[config.mk]
export PLATFORM = sky130hd
export DESIGN_NAME = depth_column_gap_repair_unit
export DESIGN_NICKNAME = d
export VERILOG_FILES = /design/src/rtl/core/dcgr_pkg.sv /design/src/rtl/core/dcgr_div.sv /design/src/rtl/core/dcgr_datapath.sv /design/src/rtl/core/dcgr_ctrl.sv /design/src/rtl/core/depth_column_gap_repair_unit.sv
export SDC_FILE = /design/constraint.sdc
export NUM_CORES = 1
export LEC_CHECK = 0
export BUFFER_PORTS_ARGS = -buffer_cell sky130_fd_sc_hd__buf_4
export CAP_MARGIN = 20
export CORE_MARGIN = 5
export CORE_UTILIZATION = 62
export DETAILED_ROUTE_END_ITERATION = 8
export GPL_TIMING_DRIVEN = 1
export PLACE_DENSITY = 0.81
export SYNTH_ARGS = -nofsm -noshare
export SYNTH_HDL_FRONTEND = slang
export SYNTH_SLANG_ARGS = --single-unit
[constraint.sdc]
create_clock -name clk -period 38 [get_ports clk]
set_input_delay 0 -clock clk [delete_from_list [all_inputs] [get_ports clk]]
set_output_delay 0 -clock clk [all_outputs]
set_load 0.03 [all_outputs]
[src/rtl/core/dcgr_pkg.sv]
`default_nettype none

package dcgr_pkg;

  localparam int MAX_STEP   = 5;
  localparam int DEPTH_W    = 16;
  localparam int HIST_N     = MAX_STEP - 1;
  localparam int LA_N       = MAX_STEP;
  localparam int HIST_IDX_W = $clog2(HIST_N);
  localparam int LA_IDX_W   = $clog2(LA_N);
  localparam int STEP_W     = 3;
  localparam int PEND_W     = 3;
  localparam int ROW_W      = 10;
  localparam int ROWS_W     = 11;
  localparam int ROW_LIMIT  = 1024;

  // pair sum and pair count over one pixel window
  localparam int PAIR_W     = 5;
  localparam int SUM_W      = 21;
  localparam int LANE_CNT_W = 3;

  // iterative divider: (sum / 2) / pairs, four quotient bits per cycle
  localparam int DIV_W      = SUM_W - 1;
  localparam int DIV_BITS   = 4;
  localparam int DIV_ROUNDS = DIV_W / DIV_BITS;
  localparam int DIV_CNT_W  = 3;
  localparam int REM_W      = PAIR_W;

  localparam int CFG_IDX_W  = 2;
  localparam int CFG_DATA_W = 16;

  localparam logic [CFG_IDX_W-1:0] REG_WINDOW_STEP     = 2'd0;
  localparam logic [CFG_IDX_W-1:0] REG_PAIR_LIMIT      = 2'd1;
  localparam logic [CFG_IDX_W-1:0] REG_ROWS_PER_COLUMN = 2'd2;

  localparam logic [STEP_W-1:0]  STEP_RST = 3'd5;
  localparam logic [DEPTH_W-1:0] THR_RST  = 16'd256;
  localparam logic [ROWS_W-1:0]  ROWS_RST = 11'd64;

  typedef struct packed {
    logic accept;
    logic scan_clear;
    logic scan_step;
    logic div_start;
    logic emit;
  } dcgr_cmd_t;

  typedef struct packed {
    logic emit_needed;
    logic center_zero;
    logic scan_last;
    logic pairs_zero;
    logic div_busy;
    logic out_free;
  } dcgr_stat_t;

  function automatic logic [STEP_W-1:0] clamp_step(input logic [STEP_W-1:0] s);
    logic [STEP_W-1:0] r;
    r = s;
    if (s == '0) begin
      r = STEP_W'(1);
    end else if (s > STEP_W'(MAX_STEP)) begin
      r = STEP_W'(MAX_STEP);
    end
    return r;
  endfunction

  function automatic logic [ROWS_W-1:0] clamp_rows(input logic [ROWS_W-1:0] n);
    logic [ROWS_W-1:0] r;
    r = n;
    if (n == '0) begin
      r = ROWS_W'(1);
    end else if (n > ROWS_W'(ROW_LIMIT)) begin
      r = ROWS_W'(ROW_LIMIT);
    end
    return r;
  endfunction

endpackage

`default_nettype wire

[src/rtl/core/dcgr_div.sv]
`default_nettype none

module dcgr_div (
  input  wire logic                          clk,
  input  wire logic                          rst,
  input  wire logic                          start,
  input  wire logic [dcgr_pkg::DIV_W-1:0]    dividend,
  input  wire logic [dcgr_pkg::PAIR_W-1:0]   divisor,
  output logic                               busy,
  output logic [dcgr_pkg::DEPTH_W-1:0]       quotient
);

  logic [dcgr_pkg::DIV_W-1:0]     work;
  logic [dcgr_pkg::REM_W-1:0]     rem;
  logic [dcgr_pkg::PAIR_W-1:0]    dvs;
  logic [dcgr_pkg::DIV_CNT_W-1:0] cnt;
  logic [dcgr_pkg::DIV_W-1:0]     work_next;
  logic [dcgr_pkg::REM_W-1:0]     rem_next;

  // restoring division, DIV_BITS steps per cycle; quotient bits shift in at the bottom
  always_comb begin
    logic [dcgr_pkg::REM_W:0] trial;
    work_next = work;
    rem_next  = rem;
    for (int b = 0; b < dcgr_pkg::DIV_BITS; b++) begin
      trial     = {rem_next, work_next[dcgr_pkg::DIV_W-1]};
      work_next = {work_next[dcgr_pkg::DIV_W-2:0], 1'b0};
      if (trial >= {1'b0, dvs}) begin
        rem_next     = dcgr_pkg::REM_W'(trial - {1'b0, dvs});
        work_next[0] = 1'b1;
      end else begin
        rem_next = trial[dcgr_pkg::REM_W-1:0];
      end
    end
  end

  always_ff @(posedge clk) begin
    if (rst) begin
      busy <= 1'b0;
      cnt  <= '0;
    end else if (start) begin
      busy <= 1'b1;
      cnt  <= '0;
    end else if (busy) begin
      cnt <= cnt + dcgr_pkg::DIV_CNT_W'(1);
      if (cnt == dcgr_pkg::DIV_CNT_W'(dcgr_pkg::DIV_ROUNDS - 1)) begin
        busy <= 1'b0;
      end
    end
  end

  always_ff @(posedge clk) begin
    if (start) begin
      work <= dividend;
      rem  <= '0;
      dvs  <= divisor;
    end else if (busy) begin
      work <= work_next;
      rem  <= rem_next;
    end
  end

  assign quotient = work[dcgr_pkg::DEPTH_W-1:0];

endmodule

`default_nettype wire

[src/rtl/core/dcgr_datapath.sv]
`default_nettype none

module dcgr_datapath (
  input  wire logic                            clk,
  input  wire logic                            rst,
  input  wire logic [dcgr_pkg::STEP_W-1:0]     cfg_step,
  input  wire logic [dcgr_pkg::DEPTH_W-1:0]    cfg_thresh,
  input  wire logic [dcgr_pkg::ROWS_W-1:0]     cfg_rows,
  input  wire logic [dcgr_pkg::DEPTH_W-1:0]    depth_in,
  input  wire dcgr_pkg::dcgr_cmd_t             cmd,
  output dcgr_pkg::dcgr_stat_t                 stat,
  input  wire logic                            out_ready,
  output logic                                 out_valid,
  output logic [dcgr_pkg::DEPTH_W-1:0]         depth_out,
  output logic                                 was_filled,
  output logic                                 column_end,
  output logic                                 last_of_run
);

  logic [dcgr_pkg::DEPTH_W-1:0] hist [dcgr_pkg::HIST_N];
  logic [dcgr_pkg::DEPTH_W-1:0] la   [dcgr_pkg::LA_N];

  logic [dcgr_pkg::ROW_W-1:0]      row_pos;
  logic [dcgr_pkg::ROW_W-1:0]      p_cur;
  logic                            last_flag;
  logic [dcgr_pkg::PEND_W-1:0]     pending;
  logic [dcgr_pkg::STEP_W-1:0]     col_step;
  logic [dcgr_pkg::ROWS_W-1:0]     col_rows;
  logic [dcgr_pkg::HIST_IDX_W-1:0] scan_idx;
  logic [dcgr_pkg::SUM_W-1:0]      sum_acc;
  logic [dcgr_pkg::PAIR_W-1:0]     pairs_acc;

  // accept side
  logic                            first_row;
  logic [dcgr_pkg::STEP_W-1:0]     step_use;
  logic [dcgr_pkg::ROWS_W-1:0]     rows_use;
  logic [dcgr_pkg::PEND_W-1:0]     pend_base;
  logic                            is_last;

  // emit side
  logic [dcgr_pkg::ROW_W-1:0]      orow;
  logic [dcgr_pkg::PEND_W-1:0]     pend_m1;
  logic                            more_after;
  logic                            col_end;
  logic [dcgr_pkg::DEPTH_W-1:0]    emit_val;
  logic                            emit_filled;

  // scan side
  logic [dcgr_pkg::STEP_W-1:0]     scan_i;
  logic [dcgr_pkg::DEPTH_W-1:0]    prev;
  logic                            i_ok;
  logic [dcgr_pkg::SUM_W-1:0]      step_sum;
  logic [dcgr_pkg::LANE_CNT_W-1:0] step_pairs;

  logic                            div_busy;
  logic [dcgr_pkg::DEPTH_W-1:0]    quotient;

  assign first_row = (row_pos == '0);
  assign step_use  = first_row ? dcgr_pkg::clamp_step(cfg_step) : col_step;
  assign rows_use  = first_row ? dcgr_pkg::clamp_rows(cfg_rows) : col_rows;
  assign pend_base = first_row ? '0 : pending;
  assign is_last   = (({1'b0, row_pos} + dcgr_pkg::ROWS_W'(1)) >= rows_use);

  // row of the oldest held pixel
  assign orow = dcgr_pkg::ROW_W'({1'b0, p_cur} + dcgr_pkg::ROWS_W'(1)
                                 - dcgr_pkg::ROWS_W'(pending));
  assign pend_m1    = pending - dcgr_pkg::PEND_W'(1);
  assign more_after = (pend_m1 != '0) && ((pend_m1 >= col_step) || last_flag);
  assign col_end    = (({1'b0, orow} + dcgr_pkg::ROWS_W'(1)) >= col_rows);

  assign emit_filled = (la[0] == '0) && (pairs_acc != '0);
  assign emit_val    = (la[0] != '0) ? la[0] : (emit_filled ? quotient : '0);

  // one history row per cycle against all look-ahead rows
  always_comb begin
    logic [dcgr_pkg::DEPTH_W-1:0] nxt;
    logic [dcgr_pkg::DEPTH_W-1:0] diff;
    scan_i     = {1'b0, scan_idx} + dcgr_pkg::STEP_W'(1);
    prev       = hist[scan_idx];
    i_ok       = (scan_i < col_step) && (dcgr_pkg::ROW_W'(scan_i) <= orow);
    step_sum   = '0;
    step_pairs = '0;
    for (int j = 1; j < dcgr_pkg::LA_N; j++) begin
      nxt  = la[j];
      diff = (prev > nxt) ? (prev - nxt) : (nxt - prev);
      if (i_ok && (dcgr_pkg::PEND_W'(j) < col_step) && (dcgr_pkg::PEND_W'(j) < pending)
          && (prev != '0) && (nxt != '0) && (diff < cfg_thresh)) begin
        step_sum   = step_sum + dcgr_pkg::SUM_W'(prev) + dcgr_pkg::SUM_W'(nxt);
        step_pairs = step_pairs + dcgr_pkg::LANE_CNT_W'(1);
      end
    end
  end

  dcgr_div u_div (
    .clk      (clk),
    .rst      (rst),
    .start    (cmd.div_start),
    .dividend (sum_acc[dcgr_pkg::SUM_W-1:1]),
    .divisor  (pairs_acc),
    .busy     (div_busy),
    .quotient (quotient)
  );

  always_ff @(posedge clk) begin
    if (rst) begin
      row_pos   <= '0;
      p_cur     <= '0;
      last_flag <= 1'b0;
      pending   <= '0;
      col_step  <= dcgr_pkg::clamp_step(dcgr_pkg::STEP_RST);
      col_rows  <= dcgr_pkg::clamp_rows(dcgr_pkg::ROWS_RST);
      scan_idx  <= '0;
      out_valid <= 1'b0;
    end else begin
      if (cmd.accept) begin
        col_step  <= step_use;
        col_rows  <= rows_use;
        p_cur     <= row_pos;
        last_flag <= is_last;
        pending   <= pend_base + dcgr_pkg::PEND_W'(1);
        row_pos   <= is_last ? '0 : (row_pos + dcgr_pkg::ROW_W'(1));
      end
      if (cmd.scan_clear) begin
        scan_idx <= '0;
      end else if (cmd.scan_step) begin
        scan_idx <= scan_idx + dcgr_pkg::HIST_IDX_W'(1);
      end
      if (cmd.emit) begin
        pending   <= pend_m1;
        out_valid <= 1'b1;
      end else if (out_ready) begin
        out_valid <= 1'b0;
      end
    end
  end

  always_ff @(posedge clk) begin
    if (cmd.accept) begin
      la[pend_base] <= depth_in;
    end
    if (cmd.scan_clear) begin
      sum_acc   <= '0;
      pairs_acc <= '0;
    end else if (cmd.scan_step) begin
      sum_acc   <= sum_acc + step_sum;
      pairs_acc <= pairs_acc + dcgr_pkg::PAIR_W'(step_pairs);
    end
    if (cmd.emit) begin
      for (int k = dcgr_pkg::HIST_N - 1; k > 0; k--) begin
        hist[k] <= hist[k-1];
      end
      hist[0] <= emit_val;
      for (int k = 0; k < dcgr_pkg::LA_N - 1; k++) begin
        la[k] <= la[k+1];
      end
      depth_out   <= emit_val;
      was_filled  <= emit_filled;
      column_end  <= col_end;
      last_of_run <= !more_after;
    end
  end

  assign stat.emit_needed = (pending != '0) && ((pending >= col_step) || last_flag);
  assign stat.center_zero = (la[0] == '0);
  assign stat.scan_last   = (scan_idx == dcgr_pkg::HIST_IDX_W'(dcgr_pkg::HIST_N - 1));
  assign stat.pairs_zero  = (pairs_acc == '0);
  assign stat.div_busy    = div_busy;
  assign stat.out_free    = !out_valid || out_ready;

endmodule

`default_nettype wire

[src/rtl/core/dcgr_ctrl.sv]
`default_nettype none

module dcgr_ctrl (
  input  wire logic                 clk,
  input  wire logic                 rst,
  input  wire logic                 in_valid,
  output logic                      in_ready,
  input  wire dcgr_pkg::dcgr_stat_t stat,
  output dcgr_pkg::dcgr_cmd_t       cmd
);

  typedef enum logic [5:0] {
    ST_IDLE   = 6'b000001,
    ST_CHECK  = 6'b000010,
    ST_SCAN   = 6'b000100,
    ST_DECIDE = 6'b001000,
    ST_DIV    = 6'b010000,
    ST_EMIT   = 6'b100000
  } dcgr_state_t;

  dcgr_state_t state;
  dcgr_state_t state_next;

  always_comb begin
    state_next = state;
    cmd        = '0;
    in_ready   = 1'b0;
    case (state)
      ST_IDLE: begin
        in_ready = 1'b1;
        if (in_valid) begin
          cmd.accept = 1'b1;
          state_next = ST_CHECK;
        end
      end
      ST_CHECK: begin
        if (stat.emit_needed) begin
          cmd.scan_clear = 1'b1;
          state_next     = stat.center_zero ? ST_SCAN : ST_EMIT;
        end else begin
          state_next = ST_IDLE;
        end
      end
      ST_SCAN: begin
        cmd.scan_step = 1'b1;
        if (stat.scan_last) begin
          state_next = ST_DECIDE;
        end
      end
      ST_DECIDE: begin
        if (stat.pairs_zero) begin
          state_next = ST_EMIT;
        end else begin
          cmd.div_start = 1'b1;
          state_next    = ST_DIV;
        end
      end
      ST_DIV: begin
        if (!stat.div_busy) begin
          state_next = ST_EMIT;
        end
      end
      ST_EMIT: begin
        if (stat.out_free) begin
          cmd.emit   = 1'b1;
          state_next = ST_CHECK;
        end
      end
      default: begin
        state_next = ST_IDLE;
      end
    endcase
  end

  always_ff @(posedge clk) begin
    if (rst) begin
      state <= ST_IDLE;
    end else begin
      state <= state_next;
    end
  end

endmodule

`default_nettype wire

[src/rtl/core/depth_column_gap_repair_unit.sv]
// Flow: an input item is taken only while idle, and no new item is taken until the held
//   pixels that are due have been emitted. A nonempty pixel goes from the check state to emit;
//   an empty pixel first runs the pair scan (one history row per cycle) and, when neighbor pairs
//   qualify, the iterative divider. Emit waits while the output is stalled.
// Reset (rst, synchronous): configuration back to step 5, threshold 256, 64 rows;
//   row position, held pixels and output valid cleared.
`default_nettype none

module depth_column_gap_repair_unit (
  input  wire logic                              clk,
  input  wire logic                              rst,
  input  wire logic                              cfg_we,
  input  wire logic [dcgr_pkg::CFG_IDX_W-1:0]    cfg_index,
  input  wire logic [dcgr_pkg::CFG_DATA_W-1:0]   cfg_data,
  input  wire logic                              in_valid,
  output logic                                   in_ready,
  input  wire logic [dcgr_pkg::DEPTH_W-1:0]      depth_in,
  output logic                                   out_valid,
  input  wire logic                              out_ready,
  output logic [dcgr_pkg::DEPTH_W-1:0]           depth_out,
  output logic                                   was_filled,
  output logic                                   column_end,
  output logic                                   last_of_run
);

  logic [dcgr_pkg::STEP_W-1:0]  window_step;
  logic [dcgr_pkg::DEPTH_W-1:0] pair_limit;
  logic [dcgr_pkg::ROWS_W-1:0]  rows_per_column;

  dcgr_pkg::dcgr_cmd_t  cmd;
  dcgr_pkg::dcgr_stat_t stat;

  always_ff @(posedge clk) begin
    if (rst) begin
      window_step     <= dcgr_pkg::STEP_RST;
      pair_limit      <= dcgr_pkg::THR_RST;
      rows_per_column <= dcgr_pkg::ROWS_RST;
    end else if (cfg_we) begin
      case (cfg_index)
        dcgr_pkg::REG_WINDOW_STEP:     window_step     <= cfg_data[dcgr_pkg::STEP_W-1:0];
        dcgr_pkg::REG_PAIR_LIMIT:      pair_limit      <= cfg_data[dcgr_pkg::DEPTH_W-1:0];
        dcgr_pkg::REG_ROWS_PER_COLUMN: rows_per_column <= cfg_data[dcgr_pkg::ROWS_W-1:0];
        default: ;
      endcase
    end
  end

  dcgr_ctrl u_ctrl (
    .clk      (clk),
    .rst      (rst),
    .in_valid (in_valid),
    .in_ready (in_ready),
    .stat     (stat),
    .cmd      (cmd)
  );

  dcgr_datapath u_datapath (
    .clk         (clk),
    .rst         (rst),
    .cfg_step    (window_step),
    .cfg_thresh  (pair_limit),
    .cfg_rows    (rows_per_column),
    .depth_in    (depth_in),
    .cmd         (cmd),
    .stat        (stat),
    .out_ready   (out_ready),
    .out_valid   (out_valid),
    .depth_out   (depth_out),
    .was_filled  (was_filled),
    .column_end  (column_end),
    .last_of_run (last_of_run)
  );

endmodule

`default_nettype wire

# Word level (Yosys, flattened, before mapping)
# Memory sizes are Yosys's and may differ from the RTL's. A register that Yosys moved wholly into a read port is not among the register bits.
# Index checks and enable logic that the tools add are counted.
# totals
ram_bits	144
memories	2
latchBits	0
wordCells	221
register_bits	156
mem_bits_ro	0
# classes
eq_ne	14
n_mux	65
n_addsub	34
n_shift	0
n_mul	0
div_mod_pow	0
n_lt_le_gt_ge	28
reduce_logical	55
n_bitwise	0
# mem_list
memory	depth	width	rd	rd_ports_with_merged_regs	write_ports	line	rtl
u_datapath.la	5	16	5	0	4	dcgr_datapath.sv:21	logic [dcgr_pkg::DEPTH_W-1:0] la [dcgr_pkg::LA_N];
u_datapath.hist	4	16	4	1	4	dcgr_datapath.sv:20	logic [dcgr_pkg::DEPTH_W-1:0] hist [dcgr_pkg::HIST_N];
# op_table
operator	count
16-bit subtractor	8
21-bit by 16-bit adder with 21-bit output	6
16-bit two-way mux	7
16-bit nonzero test	6
21-bit two-way mux	4
16-bit greater-than comparator	4
16-bit less-than comparator	4
6-bit two-way mux	7
20-bit two-way mux	2
6-bit case mux with 6 select lines	1
11-bit two-way mux	3
3-bit two-way mux	9
1-bit two-way mux	25
6-bit by 5-bit >= comparator with 1-bit output	4
1-bit logical AND	24
10-bit by 1-bit adder with 11-bit output, second input constant	2
11-bit >= comparator	2
21-bit adder	1
10-bit by 1-bit adder with 10-bit output, second input constant	2
5-bit two-way mux	4
5-bit subtractor	4
16-bit by 16-bit adder with 17-bit output	1
16-bit logical NOT	1
16-bit OR reduction	1
40 further kinds	64

# Logic depth before layout (Yosys ltp)
# Gate-level depths: netlist (run 1).
# logic_depth
depth_word	20
mapped_depth	69
depth_no_buf	66

# By module
# A second synthesis (run 1) with hierarchy kept.
# unflattened
cells_unflattened	2979
hier_area_um2	27094.7
# by_module_without_submodules
module	area_each_um2	instances	seq_area_each_um2	cells_per_inst
dcgr_datapath	22933.2	1	5795.6	2581
dcgr_div	2483.6	1	930.9	226
depth_column_gap_repair_unit	1273.7	1	600.6	122
dcgr_ctrl	404.1	1	120.1	50

# Worst setup path before layout (run 1)
# OpenSTA, ideal clock, no wires.
# synth_timing
path_kind	register -> register
start	register with a tool-made name
end	register u_datapath.sum_acc[18] (netlist name)
setup_time_ns	0.092
setup_slack_ns	24.745
synth_period_minus_slack_ns	13.255
path_stages_with_launch	63
arrival_time_ns	13.163
path_cell_list	dfxtp_1 -> buf_6 -> buf_12 -> mux4_2 -> inv_1 -> ha_1 -> inv_1 -> fa_1 -> a21oi_1 -> o21bai_1 -> a21o_1 -> a2111oi_0 -> nor2_1 -> a41o_1 -> nand2_1 -> buf_2 -> mux2i_1 -> xnor2_1 -> [... 27 more ...] -> a21oi_1 -> xnor2_1 -> and2_0 -> a31oi_1 -> fa_1 -> inv_1 -> ha_1 -> o21a_1 -> or3b_2 -> o21ai_1 -> ha_1 -> a21o_1 -> a21o_1 -> a21oi_1 -> nand3b_1 -> and3_1 -> o311a_1 -> nor4_1
# synth_lines
element	line	rtl
to (signal assigned)	dcgr_datapath.sv:145	sum_acc <= sum_acc + step_sum;
to (decl)	dcgr_datapath.sv:30	logic [dcgr_pkg::SUM_W-1:0] sum_acc;

==> results of run 1 <==
## state kept, by name, indices dropped and copies added, names as in the netlist, 2 cells and up, named ones only
name and count:
u_datapath.u_div.dvs 5, window_step 3, u_datapath.row_pos 10, u_datapath.col_step 3
pair_limit 16, u_datapath.sum_acc 21, u_datapath.p_cur 10, u_datapath.pending 3
u_datapath.u_div.cnt 3, u_datapath.u_div.rem 5, u_datapath.pairs_acc 5, rows_per_column 11
u_datapath.scan_idx 2, u_datapath.col_rows 11, u_datapath.hist 64, u_ctrl.state 6
u_datapath.u_div.work 20, u_datapath.la 80
## layer usage
metal / global-route usage (%) / vias to the layer above / part of all wire [%]
li1: - / 11200 / -
met1: 51.4 / 11900 / 39
met2: 59.1 / 1503 / 44
met3: 8.12 / 296 / 11
met4: 19.2 / 0 / 6.2
met5: 0 / - / 0
## timing repair
action,4_1_cts,5_1_grt
endpoints found under the hold margin,99,0
hold buffers,37,0
endpoints found under the setup margin,0,0
## kinds of logic (layout without fill, tap and decap cells)
logic type	Yosys count	after routing
DFF	286	286
AOI/OAI and AO/OA	855	855
buffers and inverters	435	507
and+or+nand+nor	831	831
adders and majority gates	422	422
xor gates and xnor gates	153	153
muxes	106	106
## placed cells by master (no fill, tap or decap), types with 36 or more instances in the layout
cell type	Yosys	final
nor3_1	59	59
xnor2_1	105	105
nand4_1	43	43
a21oi_1	226	226
a21o_1	121	121
nor2_1	183	182
fa_1	67	67
xor2_1	48	48
edfxtp_1	172	172
nor2b_1	36	36
o21ai_0	195	194
inv_1	317	316
nand3_1	39	39
mux2i_1	56	56
nand2_1	284	284
nor4_1	42	41
buf_4	3	87
dlygate4sd3_1	0	37
dfxtp_1	114	114
ha_1	355	355
## critical path: cells and delay by family, from the launching register on
family | cells | cell delay [ns]
AOI/OAI and AO/OA | 26 | 6.52
xor gates and xnor gates | 2 | 0.22
adders and majority gates | 11 | 3.66
buffers and inverters | 6 | 0.67
DFF | 1 | 0.97
muxes | 2 | 1.03
and+or+nand+nor | 16 | 2.94
## cell type report
cell class                 count  area share, %
sequential                   286           25.1
timing repair buffer         125           3.54
clock inverter                20          0.704
inverter                     320           4.05
tap                          585           2.47
clock buffer                  42           3.11
multi-input combinational   2367           61.0
## how the worst max path moves through the flow
| stage | startpoint | endpoint | slack [ns] | cells after the start |
|---|---|---|---|---|
| 2_1_floorplan | flop | u_datapath.sum_acc[18]$_SDFFE_PP0P_ | 24.75 | 62 |
| 3_3_place_gp | flop | u_datapath.sum_acc[18]$_SDFFE_PP0P_ | 22.82 | 63 |
| 3_5_place_dp | flop | u_datapath.sum_acc[18]$_SDFFE_PP0P_ | 22.27 | 63 |
| 4_1_cts | flop | u_datapath.sum_acc[18]$_SDFFE_PP0P_ | 22.15 | 63 |
| 5_1_grt | flop | u_datapath.sum_acc[18]$_SDFFE_PP0P_ | 20.77 | 63 |
| 6_report | flop | u_datapath.sum_acc[18]$_SDFFE_PP0P_ | 21.85 | 63 |
## where the power goes
group / internal (mW) / switching [mW] / total, mW
clock: 0.196 / 0.144 / 0.340
sequential: 0.338 / 0.00888 / 0.347
combinational: 0.0882 / 0.129 / 0.217
total: 0.621 / 0.282 / 0.903
==> results.tsv, run 1 <==
metric	value	unit
status	finished, final reports clean	
largest family of logic cells by synthesized area	adder cells	
wire per inst	25.3	um
Synth Area in Compound Gates	20.5	%
prevailing post-synth register cell	edfxtp_1	
clk slew on worst S/H paths	0.06	ns
Std-Cell Rows	76	
proportion of synthesized area in mux cells	4.95	%
GRT Util Overall	38.4	%
most frequent cell after synthesis	ha_1	
Hold Worst Slack	0.0324	ns
Final Cell Area	0.0297	sq mm
Clock Path Buffers	3	
DP Cell Count	3645	
DIE AREA	0.0483	sq mm
beginning of the worst hold path	rst	
Synth warnings	0	
Yosys reg bits	286	
xor/xnor share of the synthesized area	4.92	%
vias in the first global route	23600	
Max VDD drop	0.0000407	V
Final Hold Violating Endpoints	0	
slowest cell delay on critical path	0.97	ns
gr ovfl total	0	
PostCTS Resize Cnt	0	
gpl congestion	1.04	
area of the core	0.0433	sq mm
post-CTS setup buffer count	0	
R2R depth	63	
Post-Syn Area	0.0273	sq mm
worst setup path class	flop to flop	
io pins	60	
Reg2Reg Setup Slack	21.85	ns
Initial Utilization	63.0	%
ys async rst share	0	%
Final Instance Count excl. Fillers	3745	
RSZ-0062 raised after global routing	no	
Synth Area in Adders	21.2	%
Root Buffer	clkbuf_16	
Nets	3595	
Synth top area share	19.0	%
overall power	0.903	mW
setup ws final	21.85	ns
final slew viol count	0	
Fin Setup TNS	0	ns
die extent in x	220	um
Hold EP	u_ctrl.state[5]$_SDFFE_PP0P_	
Synth Area in Simple Gates	14.8	%
post-synthesis sequential area ratio	27.3	%
Reg area	0.00745	sq mm
leakage power	13.0	nW
Port Buffers	59	
post-layout util	68.6	%
first-pass GRT wire length	142	mm
startpoint types	flop	
worst slack, placed	22.27	ns
share of cells above drive strength 1	7.31	%
half-perimeter wire length after placement	73.8	mm
# fillers	3416	
drt first pass iters	6	
CTS H-tree depth	2	
diode count	0	
Die Y	220	um
measured slew at the worst slew-check pin	1.10	ns
DP Area	0.0281	sq mm
Worst slew margin	25.9	%
CP Capture Type	flop	
CTS buffer count	34	
power density cells	30.4	mW/mm^2
reg-to-reg critical path endpoint	u_datapath.sum_acc[18]$_SDFFE_PP0P_	
largest net degree at the start of global routing	90	
CTS Sinks	286	
DRT iter0 DRCs	2951	
Post-Route WL	94.6	mm
Worst EP required	38.45	ns
Hold WC Path Type	primary input to flop	
ANT nets after route	0	
Max-Cap Viols	0	
Crit Path Max Fanout	17	
routed vias	24900	
post-synth top area cell	edfxtp_1	
initial antenna violation count	1	
Post-route DRC	0	
Final Skew	0.0245	ns
Crit-path slowest cell	dfxtp_1	
area delta synth->final	8.89	%
Hold Crit Depth	2	
fmax	0.0619	GHz
endpoints failing setup	0	
Multi-input gate area	0.0181	sq mm
Synth top cells by count	ha_1 (355), inv_1 (317), nand2_1 (284), a21oi_1 (226), o21ai_0 (195)	
number of flops mapped to enable cells by yosys	172	
worst-skew pair later-pin latency	0.56	ns
Synth Instances	3088	
Mapped Nets	3549	
final worst path period need	16.15	ns
Via density	6.64	
crit share post-route	42.5	%
top cells by area, synth	edfxtp_1 (19%), ha_1 (16%), dfxtp_1 (8.4%)	
CP arrival	16.60	ns
CTS tree	done	
Avg Cell Area, Syn	8.83	sq um
synth unique cells	103	
(Power assumes the default switching activity.)
==> run 2, diff against run 1 <==
--- a/config.mk
+++ b/config.mk
@@ -5,10 +5,11 @@
 export SDC_FILE = /design/constraint.sdc
 export NUM_CORES = 1
 export LEC_CHECK = 0
+export ABC_AREA = 1
 export BUFFER_PORTS_ARGS = -buffer_cell sky130_fd_sc_hd__buf_4
 export CAP_MARGIN = 20
 export CORE_MARGIN = 5
-export CORE_UTILIZATION = 62
+export CORE_UTILIZATION = 59
 export DETAILED_ROUTE_END_ITERATION = 8
 export GPL_TIMING_DRIVEN = 1
 export PLACE_DENSITY = 0.81
==> constraint.sdc (replaced) <==
create_clock -name clk -period 14.2 [get_ports clk]
set_input_delay 0 -clock clk [delete_from_list [all_inputs] [get_ports clk]]
set_output_delay 0 -clock clk [all_outputs]
set_load 0.03 [all_outputs]
==> run 2 against run 1 <==
Effect of this change:
- clock-buffer cell count up 12
- sequential share of layout area is 1.1 points lower
- maximum frequency up 24%
- sequential cell count stayed put
- wire length grew 11%
- critical endpoint is now u_datapath.sum_acc[19]$_SDFFE_PP0P_
==> results.tsv, run 2 <==
metric	value	unit	change
status	finished, final reports clean		
DP Area	0.0294	sq mm	+4.3%
diode count	0		unchanged
initial antenna violation count	0		-1
Largest Register	u_datapath.la		
final slew viol count	0		unchanged
Die Y	229	um	+4.2%
die extent in x	229	um	+4.2%
DIE AREA	0.0524	sq mm	+8.6%
Synth top cells by count	nand2_1 (945), inv_1 (614), ha_1 (355), a21oi_1 (299), o21ai_0 (271)		
area delta synth->final	9.82	%	
Final Hold Violating Endpoints	0		unchanged
most frequent cells in the layout	nand2_1 (944), inv_1 (613), ha_1 (355)		
overall power	3.16	mW	+250%
fmax	0.0771	GHz	+24%
WP buf/inv	12		+6
Post-Syn Area	0.0283	sq mm	+3.7%
DRT iter0 DRCs	3332		+13%
Nets	4468		+24%
Max VDD drop	0.000203	V	+400%
worst-skew pair later-pin latency	0.57	ns	about the same
top cells by area, synth	edfxtp_1 (18%), ha_1 (16%), nand2_1 (13%)		
Crit Path Max Fanout	32		+15
Fin Setup TNS	0	ns	unchanged
DP Cell Count	4531		+24%
vias in the first global route	26000		+10%
Synth top area share	18.3	%	-0.68 points
Initial Utilization	59.5	%	-3.5 points
Crit-path slowest cell	fa_1		
Synth warnings	0		unchanged
synth unique cells	63		-39%
CP most frequent cell	nand2_1		
CTS H-tree depth	2		unchanged
endpoints failing setup	0		unchanged
Final Skew	0.0209	ns	-0.00363 ns
Port Buffers	59		unchanged
CTS Sinks	286		unchanged
CTS buffer count	36		+5.9%
Via density	6.03		-9.2%
Yosys reg bits	286		unchanged
CP Capture Type	flop		
GRT Util Overall	38.4	%	+0.089 points
Max-Cap Viols	0		unchanged
number of flops mapped to enable cells by yosys	172		unchanged
Final Instance Count excl. Fillers	4649		+24%
Root Buffer	clkbuf_16		
prevailing post-synth register cell	edfxtp_1		
CP delay by family, top	adder cells		
Avg Cell Area, Syn	7.25	sq um	-18%
post-synthesis sequential area ratio	26.3	%	-0.98 points
Synth Instances	3898		+26%
Clock Path Buffers	3		unchanged
max FFs per register	80		unchanged
leakage power	15.2	nW	+17%
Hold WC Path Type	primary input to flop		
worst setup path class	flop to flop		
crit share post-route	91.3	%	+49 points
drt first pass iters	8		+2
post-synth top area cell	edfxtp_1		
half-perimeter wire length after placement	82.8	mm	+12%
Post-Route WL	105	mm	+11%
first-pass GRT wire length	156	mm	+9.8%
wire per inst	22.6	um	-11%
final worst path period need	12.97	ns	-3.18 ns
share of cells above drive strength 1	5.75	%	-1.6 points
Post-route DRC	0		unchanged
top flop regs	u_datapath.la (80), u_datapath.hist (64), u_datapath.sum_acc (21)		
area of the core	0.0475	sq mm	+9.9%
CP arrival	13.48	ns	-3.12 ns
clk slew on worst S/H paths	0.06	ns	about the same
Final Cell Area	0.0310	sq mm	+4.6%
Worst slew margin	25.0	%	-0.89 points
ANT nets after route	0		unchanged
most frequent cell after synthesis	nand2_1		
slowest cell delay on critical path	0.52	ns	-0.45 ns
RSZ-0062 raised after global routing	no		
Mapped Nets	4359		+23%
io pins	60		unchanged
ys async rst share	0	%	unchanged
gpl congestion	1.11		+6.8%
Worst EP required	14.71	ns	-23.74 ns
CTS tree	done		
commonest non-fill, non-tap cell in the layout	nand2_1		
measured slew at the worst slew-check pin	1.12	ns	+0.0149 ns
routed vias	28000		+13%
largest net degree at the start of global routing	71		-21%
power density cells	102	mW/mm^2	+230%
Std-Cell Rows	80		+5.3%
gr ovfl total	0		unchanged
startpoint types	flop		
==> run 2: cell count changes in the layout (fill, tap and decap cells not counted), sizes merged, moves of 55 or more <==
cell / change
a21o: -97
mux2i: -55
xnor2: -56
xor2: +63
a21oi: +71
o21ai: +88
nand2: +679
nor2: +62
inv: +310
nand3: +183
==> run 2: cell families after synthesis <==
| group | Yosys count | synth area share [%] |
|---|---|---|
| AO/OA/AOI/OAI | 749 | 14.9 |
| flip-flops | 286 | 26.3 |
| multiplexers | 1 | 0.0354 |
| XOR/XNOR | 160 | 4.98 |
| AND/OR/NAND/NOR | 1569 | 23.4 |
| adder cells (fa/ha/maj) | 422 | 20.5 |
| buffers and inverters | 711 | 9.93 |
==> run 2: timing repair <==
| item | 4_1_cts | 5_1_grt |
|---|---|---|
| endpoints found under the hold margin | 113 | 0 |
| hold buffers | 48 | 0 |
| setup buffers | 0 | 3 |
| endpoints found under the setup margin | 0 | 4 |
| gates resized for setup | 0 | 5 |
==> run 2: layout make-up <==
class	count	area (sq um)
Multi-Input combinational cell	2902	18100
Fill cell	4224	16500
Sequential cell	286	7450
Inverter	632	2380
Timing Repair Buffer	149	1270
Clock buffer	54	1020
Tap cell	615	769
Clock inverter	11	105
==> run 2: stage by stage <==
step,setup WS (ns),util (%),hold WS [ns]
4_1_cts,0.955,65.1,0.156
6_report,1.23,65.3,0.167
2_1_floorplan,3.07,-,0.0989
5_1_grt,0.147,65.3,0.186
3_3_place_gp,1.13,61.7,0.188
3_5_place_dp,0.996,61.7,0.191
==> run 2: final timing paths <==
kind / start / endpoint / slack [ns] / cells past startpoint
worst max-delay path: flop / u_datapath.sum_acc[19]$_SDFFE_PP0P_ / 1.23 / 65
worst min-delay path: depth_in[4] / u_datapath.la[4][4]$_DFFE_PP_ / 0.17 / 2
worst max register to register: flop / u_datapath.sum_acc[19]$_SDFFE_PP0P_ / 1.23 / 65
worst min register to register: u_datapath.hist[1][8]$_DFFE_PP_ / u_datapath.hist[2][8]$_DFFE_PP_ / 0.45 / 0
==> run 2: per-layer routing <==
layer | wire (um) | track usage [%] | vias up
li1 | - | - | 13100
met2 | 43500 | 57.2 | 1641
met5 | 0 | 0 | -
met4 | 5920 | 18.0 | 0
met3 | 13000 | 10.0 | 308
met1 | 42500 | 52.5 | 13000
==> run 2: worst reg2reg max path: cells and delay by family (launching register included) <==
family          cells  cell delay, ns
flops               1            0.48
buf+inv            12            1.55
simple gates       26            3.80
compound gates     13            2.47
fa+ha+maj          10            3.87
xor+xnor            4            0.74
==> run 2: report_power, final <==
part	total [mW]	switching (mW)	internal, mW
clock	0.905	0.385	0.519
sequential	0.934	0.0198	0.914
combinational	1.32	0.852	0.467
total	3.16	1.26	1.90
